### config.mk
export PLATFORM = sky130hd
export DESIGN_NAME = cct_queue
export DESIGN_NICKNAME = d
export VERILOG_FILES = /design/src/hdl/cct_pkg.sv /design/src/hdl/cct_queue.sv
export SDC_FILE = /design/constraint.sdc
export NUM_CORES = 1
export LEC_CHECK = 0
export BUFFER_PORTS_ARGS = -buffer_cell sky130_fd_sc_hd__buf_2
export CORE_AREA = 2 2 50 70
export DETAILED_ROUTE_END_ITERATION = 12
export DIE_AREA = 0 0 52 72
export GPL_ROUTABILITY_DRIVEN = 0
export PLACE_DENSITY = 0.74
export REMOVE_ABC_BUFFERS = 1
export SYNTH_ARGS = -nofsm -noshare
export SYNTH_HDL_FRONTEND = slang
export SYNTH_SLANG_ARGS = --single-unit
### constraint.sdc
create_clock -name clk -period 2.5 [get_ports clk]
set_input_delay 0.375 -clock clk [delete_from_list [all_inputs] [get_ports clk]]
set_output_delay 0.375 -clock clk [all_outputs]
set_load 0.005 [all_outputs]
### src/hdl/cct_pkg.sv
// cct_pkg: shared constants and width helpers for the circumcircle unit
// no dependencies
`default_nettype none
package cct_pkg;

  localparam int COORD_WIDTH_DEF = 16;
  localparam int OUT_WIDTH       = 32;
  localparam int SQ_WIDTH        = 64;
  localparam int QUEUE_DEPTH     = 4;

  // numerator width of the center quotients
  function automatic int num_width(input int w);
    return 3 * w + 4;
  endfunction

  // determinant width
  function automatic int det_width(input int w);
    return 2 * w + 3;
  endfunction

  // one queue entry: two numerators, determinant, four coordinates
  function automatic int q_width(input int w);
    return 2 * num_width(w) + det_width(w) + 4 * w;
  endfunction

endpackage
`default_nettype wire

### src/hdl/cct_queue.sv
// cct_queue: small register queue between front and back
// depends on cct_pkg
`default_nettype none
module cct_queue #(
  parameter int DATA_W = 8,
  parameter int DEPTH  = cct_pkg::QUEUE_DEPTH
) (
  input  wire logic              clk,
  input  wire logic              rst,
  input  wire logic              push_valid,
  output logic                   push_full,
  input  wire logic [DATA_W-1:0] push_data,
  output logic                   pop_valid,
  input  wire logic              pop_ready,
  output logic [DATA_W-1:0]      pop_data
);
  import cct_pkg::*;

  localparam int AW = (DEPTH > 1) ? $clog2(DEPTH) : 1;
  localparam int CW = $clog2(DEPTH + 1);

  logic [DATA_W-1:0] mem [DEPTH];
  logic [AW-1:0]     wp, rp;
  logic [CW-1:0]     cnt;
  logic              push, pop;

  assign push_full = (cnt == CW'(DEPTH));
  assign pop_valid = (cnt != '0);
  assign push      = push_valid && !push_full;
  assign pop       = pop_valid && pop_ready;
  assign pop_data  = mem[rp];

  always_ff @(posedge clk) begin
    if (rst) begin
      wp  <= '0;
      rp  <= '0;
      cnt <= '0;
    end else begin
      if (push) begin
        wp <= (wp == AW'(DEPTH - 1)) ? '0 : wp + AW'(1);
      end
      if (pop) begin
        rp <= (rp == AW'(DEPTH - 1)) ? '0 : rp + AW'(1);
      end
      if (push && !pop) begin
        cnt <= cnt + CW'(1);
      end else if (pop && !push) begin
        cnt <= cnt - CW'(1);
      end
    end
  end

  always_ff @(posedge clk) begin
    if (push) begin
      mem[wp] <= push_data;
    end
  end

endmodule
`default_nettype wire

======== Word level (Yosys, flattened, before mapping) ========
Memory sizes are Yosys's and may differ from the RTL's. A register that Yosys moved wholly into a read port is not among the register bits.
Index checks and enable logic that the tools add are counted.
storage, ports and cells
  register bits ........................... 7
  output and inout bits ................... 10
  memories kept ........................... 1
  bits in writable memories ............... 32
cells by class
  equal/unequal tests ..................... 3
  muxes and demuxes ....................... 8
  add/subtract/negate cells ............... 4
  reductions and logical operators ........ 9
memories
  memory  depth  width  rd ports  clocked after Yosys merged registers in  write ports  line             text
  mem     4      8      1         1                                        1            cct_queue.sv:22  logic [DATA_W-1:0] mem [DEPTH];
operators by type and width
  kind                                               count
  two-way mux 2 bit                                  4
  two-way mux 3 bit                                  2
  adder 2 x 1 -> 2 bit (second input constant)       2
  == test 2 bit (second input constant)              2
  logical AND 1 bit                                  4
  adder 3 x 1 -> 3 bit (second input constant)       1
  == test 3 bit (second input constant)              1
  logical NOT 1 bit                                  3
  nonzero test 3 bit                                 1
  subtractor 3 x 1 -> 3 bit (second input constant)  1
  two-way mux 1 bit                                  2
  nonzero test 2 bit                                 1

======== Longest topological paths before layout ========
Gate-level depths: netlist of run 1.
  depth after elaboration ................. 7
  mapped depth ............................ 10

======== Least setup slack after synthesis of run 1 ========
No wires, ideal clock.
  path kind ............................... reg-to-reg
  from .................................... register cnt[0]
  to ...................................... register cnt[2]
  setup slack ............................. 344 ps
  path buffers ............................ 1
  stages on the path, launching flop included .. 11
  data arrival time ....................... 2086 ps
  data required time ...................... 2430 ps
  path through ............................ dfxtp_1 -> or3b_1 -> buf_6 -> clkinv_4 -> nor2_2 -> ha_1 -> inv_1 -> fa_1 -> xor2_1 -> or3_2 -> a21oi_1
between the ends
  longest elaborated chain between the ends .. 6
RTL lines
  what                                 line             text
  from (decl)                          cct_queue.sv:24  logic [CW-1:0] cnt;
  from (signal assigned)               cct_queue.sv:46  cnt <= cnt + CW'(1);
  from (signal assigned)               cct_queue.sv:48  cnt <= cnt - CW'(1);
  == test 3 bit (*)                    cct_queue.sv:27  assign push_full = (cnt == CW'(DEPTH));
  via push_full                        cct_queue.sv:11  output logic push_full,
  logical NOT 1 bit (*)                cct_queue.sv:29  assign push = push_valid && !push_full;
  logical AND 1 bit (*)                cct_queue.sv:29
  via push                             cct_queue.sv:25  logic push, pop;
  logical NOT 1 bit                    cct_queue.sv:47  end else if (pop && !push) begin
  logical AND 1 bit                    cct_queue.sv:47
  nonzero test 2 bit (no source line)  -
Mark *: on every way through the listed nets, which the timed path passes. The rest lies on a longest branch. The select of a mux whose other input is x is not followed.
A chain may end at the register's enable or synchronous reset.

======== Final worst setup path of run 1 ========
  from .................................... register cnt[1]
  to ...................................... register cnt[2]
between the ends
  longest elaborated chain between the ends .. 6
RTL lines
  what
  branches (longest 6 deep; another with subtractor 3 x 1 -> 3 bit)
Several ways; the timed one is not identified. The select of a mux whose other input is x is not followed.

==> flow_summary.json, run 1 <==
{
  "final_area_um2": 1863,
  "worst_pin_slew_ns": 0.5577,
  "finalNetCount": 135,
  "fin_crit_ns": 2.309,
  "grt-ovfl-total": 0,
  "slowest_stage": "o31ai_2",
  "synth_cell_types": 26,
  "syn_inst": 92,
  "antenna_found_initial": 0,
  "fmax_mhz": 433.2,
  "n_fill_cell": 236,
  "critical_path_class": "reg2reg",
  "clk_path_buf_depth": 2,
  "grtUsageTotal_pct": 15.68,
  "postSynthAreaPerCell_um2": 17.91,
  "die_w_um": 52,
  "yosysTopAreaCell": "edfxtp_1",
  "coreArea_um2": 3093,
  "drv_slew": 0,
  "pin_count": 22,
  "yosysMostFrequentCell": "edfxtp_1",
  "ys.flop_type": "edfxtp_1",
  "cts.sinks": 41,
  "async_flop_share_pct": 0,
  "insertion_delay_ns": 0.28,
  "path_delay_family": "adder cells",
  "clk_pin_slew_ns": 0.07,
  "die_h_um": 72,
  "rsz0062_at_grt": "no",
  "htreeDepth": 2,
  "endpoint_kind": "flop",
  "yosysSeqAreaShare_pct": 69.25,
  "numCtsBuffers": 5,
  "yosys-top-cells-area": "edfxtp_1 58%, dfxtp_1 11%, mux4_2 11%",
  "post-route-util_pct": 60.23,
  "port_buffers": 21,
  "num_antenna_cells": 0,
  "design.die.area_um2": 3744,
  "synth_edf_count": 32,
  "synth_common_cells": "32 x edfxtp_1, 9 x dfxtp_1, 8 x mux4_2, 6 x ha_1",
  "finalWirelength_um": 2491,
  "period_share_pct": 92.34,
  "worst_slack_ns": 0.1915,
  "synth-seq-cells": 41,
  "cts_tree": "done",
  "root_buffer": "clkbuf_8",
  "setup_violations": 0,
  "hpwl_um": 1797,
  "rows": 24,
  "cp_num_buf_inv": 1,
  "vias_per_cell": 5.449,
  "grt_max_degree": 13,
  "crit_chain": "o31ai_2, ha_1, inv_1, fa_1, xor2_1, or3_2, a21oi_1",
  "cp.required_ns": 2.71,
  "skew_ns": 0.007514,
  "drtIter0Drc": 14,
  "fin_setup_tns_ns": 0,
  "hp-class": "in2reg",
  "leakage_nw": 0.6954,
  "worst_path_largest_cell_delay_ns": 0.43,
  "start_kind": "flop",
  "outcome": "complete, no violations",
  "netlist_area_um2": 1648,
  "crit_arrival_ns": 2.52,
  "placed_area_um2": 1778,
  "hold_viol_final": 0,
  "drc_errors": 0,
  "peakVddDrop_mv": 0.6129,
  "dp_slack_ns": 0.1030,
  "wl_per_cell_um": 15.97,
  "power_density_nw_per_um2": 919.7,
  "drt_pass1_iterations": 5,
  "cp_max_fo": 5,
  "postRouteAntennaNets": 0,
  "final_layout_size_suffix_gt1_share_pct": 40.17,
  "grt_pass1_wl_um": 4050,
  "synth_warnings": 0,
  "relSlewSlack_pct": 62.77,
  "max_cap_violations": 0,
  "grt_pass1_vias": 883,
  "syn_to_final_growth_pct": 13.06,
  "via_count": 850,
  "floorplan.initialDensity_pct": 53.28,
  "netlist.area_leader.share_pct": 58.31
}
==> worst paths after layout <==
path | cells past startpoint | startpoint | endpoint | slack (ns)
setup reg to reg | 7 | cnt[1] | cnt[2] | 0.19
hold reg to reg | 2 | rp[0] | flop | 0.51
hold / removal | 1 | push_data[6] | mem[1][6] | 0.30
setup / recovery | 7 | cnt[1] | cnt[2] | 0.19
==> cell usage in the layout (no fill, tap or decap) <==
cell type | synthesis | final
or3_2 | 2 | 2
nand3_1 | 2 | 2
mux2i_1 | 2 | 2
buf_2 | 1 | 21
clkinv_2 | 0 | 2
o21ai_0 | 1 | 1
a21oi_1 | 3 | 3
nor3_1 | 1 | 1
or3b_4 | 0 | 1
mux4_2 | 8 | 8
clkinv_4 | 1 | 1
ha_1 | 6 | 6
fa_1 | 1 | 1
nor2_2 | 1 | 1
and3_2 | 4 | 4
xor2_1 | 2 | 2
o31ai_2 | 2 | 2
nor2_1 | 3 | 3
nand2_1 | 1 | 1
clkbuf_1 | 1 | 1
clkbuf_8 | 0 | 5
edfxtp_1 | 32 | 32
inv_1 | 4 | 4
dfxtp_1 | 9 | 9
or3_1 | 1 | 1
o21ai_1 | 1 | 1
==> state kept, by name, summed over array words and instances (netlist names), named ones only <==
register  count
mem          32
wp            2
rp            2
cnt           3
==> stage by stage <==
| stage | cells | hold WS (ns) | power [mW] |
|---|---|---|---|
| 2_1_floorplan | 88 | 0.4441 | 1.187 |
| 3_3_place_gp | 148 | 0.4703 | 1.306 |
| 3_5_place_dp | 148 | 0.5012 | 1.343 |
| 4_1_cts | 156 | 0.2911 | 1.738 |
| 5_1_grt | 156 | 0.2942 | 1.808 |
| 6_report | 156 | 0.2976 | 1.713 |
==> report_power, final <==
group          total, mW  leakage, nW  switching, mW  internal (mW)
registers          0.914        0.367         0.0828          0.832
clock network      0.389       0.0450          0.196          0.193
logic              0.410        0.283          0.182          0.228
total               1.71        0.695          0.461           1.25
==> timing repair <==
item                       4_1_cts  5_1_grt
gates resized for setup          0        1
setup endpoints to repair        0        1
hold buffers                     0        0
buffers inserted                 0        0
==> cell type report <==
| type | instances | area, um^2 | area share, % |
|---|---|---|---|
| clock inverter | 2 | 10.01 | 0.5373 |
| tap | 39 | 48.80 | 2.619 |
| timing repair buffer | 21 | 105.1 | 5.641 |
| inverter | 5 | 23.77 | 1.276 |
| sequential | 41 | 1141 | 61.25 |
| clock buffer | 6 | 72.57 | 3.895 |
| multi-input combinational | 42 | 461.7 | 24.78 |
==> layer usage <==
layer / global-route usage (%) / routed length [um] / vias to the layer above / part of all wire, %
li1: - / - / 401 / -
met1: 15.92 / 927 / 423 / 37
met2: 28.27 / 1414 / 20 / 57
met3: 5.144 / 98 / 6 / 3.9
met4: 7.018 / 49 / 0 / 2.0
met5: 0 / 0 / - / 0
==> kinds of logic (layout without fill, tap and decap cells) <==
| kind of cell | count (synthesis) | count (layout) | share of synthesized area [%] |
|---|---|---|---|
| flip-flops | 41 | 41 | 69.25 |
| AND/OR/NAND/NOR | 16 | 16 | 5.846 |
| multiplexers | 10 | 10 | 12.15 |
| buffers and inverters | 9 | 34 | 2.884 |
| adder cells (fa/ha/maj) | 7 | 7 | 5.771 |
| AO/OA/AOI/OAI | 7 | 7 | 3.036 |
| XOR/XNOR | 2 | 2 | 1.063 |
Power figures use the tool's default switching activity.
==> run 2, diff against run 1 <==
- CORE_AREA: 2 2 50 70 -> 2 2 53 75
- DIE_AREA: 0 0 52 72 -> 0 0 55 77
- PLACE_DENSITY: 0.74 -> 0.66
==> flow_summary.json, run 2 (synthesized netlist as in run 1, its figures left out) <==
{
  "outcome": "complete, no violations",
  "drc_errors": 0,
  "grt_max_degree": 13,
  "final_layout_size_suffix_gt1_share_pct": 39.32,
  "drtIter0Drc": 15,
  "port_buffers": 21,
  "grtUsageTotal_pct": 14.39,
  "rows": 26,
  "final_common_cell": "edfxtp_1",
  "reg_top3": "mem: 32 flops, cnt: 3 flops",
  "cts_setup_buffers": 0,
  "max_cap_violations": 0,
  "wl_per_cell_um": 15.23,
  "setup_violations": 0,
  "root_buffer": "clkbuf_8",
  "leakage_nw": 0.6935,
  "coreArea_um2": 3578,
  "grt_pass1_vias": 856,
  "post-route-util_pct": 52.13,
  "hp-class": "in2reg",
  "drv_slew": 0,
  "start_kind": "flop",
  "syn_to_final_growth_pct": 13.21,
  "grt-ovfl-total": 0,
  "cts_tree": "done",
  "antenna_found_initial": 0,
  "worst_path_largest_cell_delay_ns": 0.44,
  "top_register": "mem",
  "endpoint_kind": "flop",
  "via_count": 828,
  "cp.required_ns": 2.73,
  "final_cell_mix": "32 x edfxtp_1, 21 x buf_2, 9 x dfxtp_1",
  "worst_pin_slew_ns": 0.5368,
  "fmax_mhz": 438.4,
  "worst_hold_slack_ns": 0.2924,
  "clk_path_buf_depth": 2,
  "peakVddDrop_mv": 0.4449,
  "worst_slack_ns": 0.2190,
  "numCtsBuffers": 5,
  "die_w_um": 55,
  "largest_reg_flops": 32,
  "skew_ns": 0.008990,
  "grt_pass1_wl_um": 4077,
  "num_antenna_cells": 0,
  "pin_count": 22,
  "finalWirelength_um": 2421,
  "crit_chain": "o31ai_2, ha_1, inv_1, fa_1, xor2_1, or3_2, a21oi_1",
  "cp_num_buf_inv": 1,
  "drt_pass1_iterations": 4,
  "htreeDepth": 2,
  "design.die.area_um2": 4235,
  "critical_path_class": "reg2reg",
  "relSlewSlack_pct": 64.17,
  "crit_arrival_ns": 2.51,
  "hold_viol_final": 0,
  "die_h_um": 77,
  "cts.sinks": 41,
  "insertion_delay_ns": 0.29,
  "fin_setup_tns_ns": 0,
  "ctsHoldBuffers": 0,
  "period_share_pct": 91.24,
  "dp_slack_ns": 0.1057,
  "cp_max_fo": 5,
  "path_delay_family": "adder cells",
  "fin_crit_ns": 2.281,
  "power_density_nw_per_um2": 919.1,
  "floorplan.initialDensity_pct": 46.05,
  "slowest_stage": "o31ai_2",
  "postRouteAntennaNets": 0,
  "n_fill_cell": 294,
  "vias_per_cell": 5.208,
  "cts_resized": 0,
  "clk_pin_slew_ns": 0.08,
  "rsz0062_at_grt": "no",
  "finalNetCount": 135
}
run 2: cell count changes in the layout (fill, tap and decap cells not counted), sizes merged:
cell / delta
clkinv: +1
clkbuf: -1
run 2: path summary, 6_finish.rpt:
check / to / slack (ns) / startpoint / depth (start not counted)
max: cnt[2] / 0.22 / cnt[1] / 7
min: mem[2][7] / 0.29 / push_data[7] / 1
min reg2reg: rp[0] / 0.51 / rp[0] / 2
max reg2reg: cnt[2] / 0.22 / cnt[1] / 7
run 2: metal layers:
| metal | part of all wire [%] | global-route usage [%] |
|---|---|---|
| met1 | 40 | 16.03 |
| met2 | 51 | 21.79 |
| met3 | 5.9 | 6.226 |
| met4 | 3.2 | 8.780 |
| met5 | 0 | 0 |
run 2: power by group:
part           switching (mW)  internal, mW  leakage [nW]
clock network           0.211         0.188        0.0430
registers              0.0802         0.831         0.367
logic                   0.176         0.228         0.283
run 2: per-stage QoR:
stage | total power, mW | instance area (um^2) | cells
6_report | 1.715 | 1866 | 159
5_1_grt | 1.830 | 1866 | 159
4_1_cts | 1.740 | 1863 | 159
3_5_place_dp | 1.340 | 1782 | 151
3_3_place_gp | 1.316 | 1782 | 151
2_1_floorplan | 1.187 | 1624 | 88
run 2: area by class of cell:
type	count	area [um^2]	share of cell area, %
clock inverter	3	12.51	0.6707
timing repair buffer	21	105.1	5.634
inverter	5	23.77	1.274
tap	42	52.55	2.817
multi-input combinational	42	461.7	24.75
clock buffer	5	68.82	3.689
sequential	41	1141	61.17
==> run 3, diff against run 2 <==
- CORE_AREA: 2 2 53 75 -> 2 2 58 81
- DIE_AREA: 0 0 55 77 -> 0 0 60 83
- PLACE_DENSITY: 0.66 -> default
- REMOVE_ABC_BUFFERS: 1 -> default
==> flow_summary.json, run 3 (synthesized netlist as in run 1, its figures left out) <==
{
  "die_h_um": 83,
  "outcome": "complete, no violations",
  "fmax_mhz": 433.9,
  "drv_slew": 0,
  "cp.required_ns": 2.73,
  "htreeDepth": 2,
  "top_register": "mem",
  "period_share_pct": 92.19,
  "pin_count": 22,
  "fin_crit_ns": 2.305,
  "relSlewSlack_pct": 64.38,
  "grt-ovfl-total": 0,
  "crit_arrival_ns": 2.53,
  "syn-num-nets": 111,
  "grt_pass1_wl_um": 4284,
  "finalNetCount": 135,
  "crit_chain": "or3b_4, clkinv_4, nor2_2, ha_1, inv_1, fa_1, xor2_1, or3_2, a21oi_1",
  "final_layout_size_suffix_gt1_share_pct": 41.03,
  "cts_setup_buffers": 0,
  "clk_path_buf_depth": 2,
  "numCtsBuffers": 5,
  "grtUsageTotal_pct": 11.77,
  "rows": 28,
  "slowest_stage": "dfxtp_1",
  "syn_to_final_growth_pct": 14.88,
  "via_count": 847,
  "root_buffer": "clkbuf_8",
  "die_w_um": 60,
  "ctsHoldBuffers": 0,
  "hp-class": "in2reg",
  "grt_max_degree": 14,
  "vias_per_cell": 4.785,
  "num_antenna_cells": 0,
  "power_density_nw_per_um2": 916.9,
  "clk_pin_slew_ns": 0.08,
  "setup_violations": 0,
  "drtIter0Drc": 52,
  "largest_reg_flops": 32,
  "max_cap_violations": 0,
  "insertion_delay_ns": 0.29,
  "postRouteAntennaNets": 0,
  "path_delay_family": "simple AND/OR/NAND/NOR gates",
  "design.die.area_um2": 4980,
  "rsz0062_at_grt": "no",
  "cp_max_fo": 7,
  "grt_pass1_vias": 919,
  "skew_ns": 0.007936,
  "peakVddDrop_mv": 0.4504,
  "worst_pin_slew_ns": 0.5336,
  "fin_setup_tns_ns": 0,
  "hold_viol_final": 0,
  "drt_pass1_iterations": 4,
  "reg_top3": "mem: 32 flops, cnt: 3 flops",
  "cts.sinks": 41,
  "wl_per_cell_um": 14.88,
  "post-route-util_pct": 44.66,
  "port_buffers": 21,
  "final_common_cell": "edfxtp_1",
  "critical_path_class": "reg2reg",
  "start_kind": "flop",
  "final_cell_mix": "32 x edfxtp_1, 21 x buf_2, 9 x dfxtp_1",
  "floorplan.initialDensity_pct": 38.87,
  "drc_errors": 0,
  "worst_path_largest_cell_delay_ns": 0.46,
  "leakage_nw": 0.6944,
  "endpoint_kind": "flop",
  "cts_tree": "done",
  "n_fill_cell": 380,
  "cp_num_buf_inv": 2,
  "finalWirelength_um": 2633,
  "antenna_found_initial": 0,
  "coreArea_um2": 4239,
  "hpwl_um": 1869
}
-- run 3: routing by layer --
metal / global-route usage, % / part of all wire (%) / vias to the layer above
met2: 19.07 / 53 / 23
met3: 3.894 / 4.1 / 6
met5: 0 / 0 / -
met1: 13.61 / 40 / 419
met4: 5.455 / 2.1 / 0
li1: - / - / 399
-- run 3: per-stage QoR --
step / cells / worst slack, ns / hold slack (ns) / instance area [um^2] / total power, mW
floorplan: 92 / 0.3437 / 0.4634 / 1648 / 1.204
global placement: 169 / 0.2392 / 0.4742 / 1804 / 1.315
detailed placement: 169 / 0.07966 / 0.5094 / 1804 / 1.345
CTS: 177 / 0.07361 / 0.2843 / 1891 / 1.760
global route: 177 / 0.02865 / 0.2929 / 1893 / 1.841
finish: 177 / 0.1952 / 0.2971 / 1893 / 1.736
-- run 3: final timing paths --
check	from	to	slack (ns)	depth (start not counted)
setup / recovery	cnt[0]	cnt[2]	0.20	9
hold / removal	push_data[3]	mem[1][3]	0.30	1
setup reg to reg	cnt[0]	cnt[2]	0.20	9
hold reg to reg	wp[1]	wp[1]	0.53	2
-- run 3: power by group --
group          internal, mW  switching [mW]  total, mW  leakage [nW]
Combinational         0.226           0.185      0.411         0.283
Sequential            0.831          0.0822      0.913         0.367
Clock                 0.192           0.219      0.412        0.0439
-- run 3: final cells by class --
| type | count | area [um^2] | share of cell area [%] |
|---|---|---|---|
| clock inverter | 3 | 17.52 | 0.9253 |
| multi-input combinational | 42 | 461.7 | 24.39 |
| inverter | 5 | 23.77 | 1.256 |
| timing repair buffer | 21 | 105.1 | 5.552 |
| sequential | 41 | 1141 | 60.28 |
| clock buffer | 5 | 68.82 | 3.635 |
| tap | 60 | 75.07 | 3.966 |
-- run 3: what timing repair did --
item | in CTS | in global routing
resized for setup | 0 | 1
endpoints found under the hold margin | 0 | 0
endpoints found under the setup margin | 0 | 1
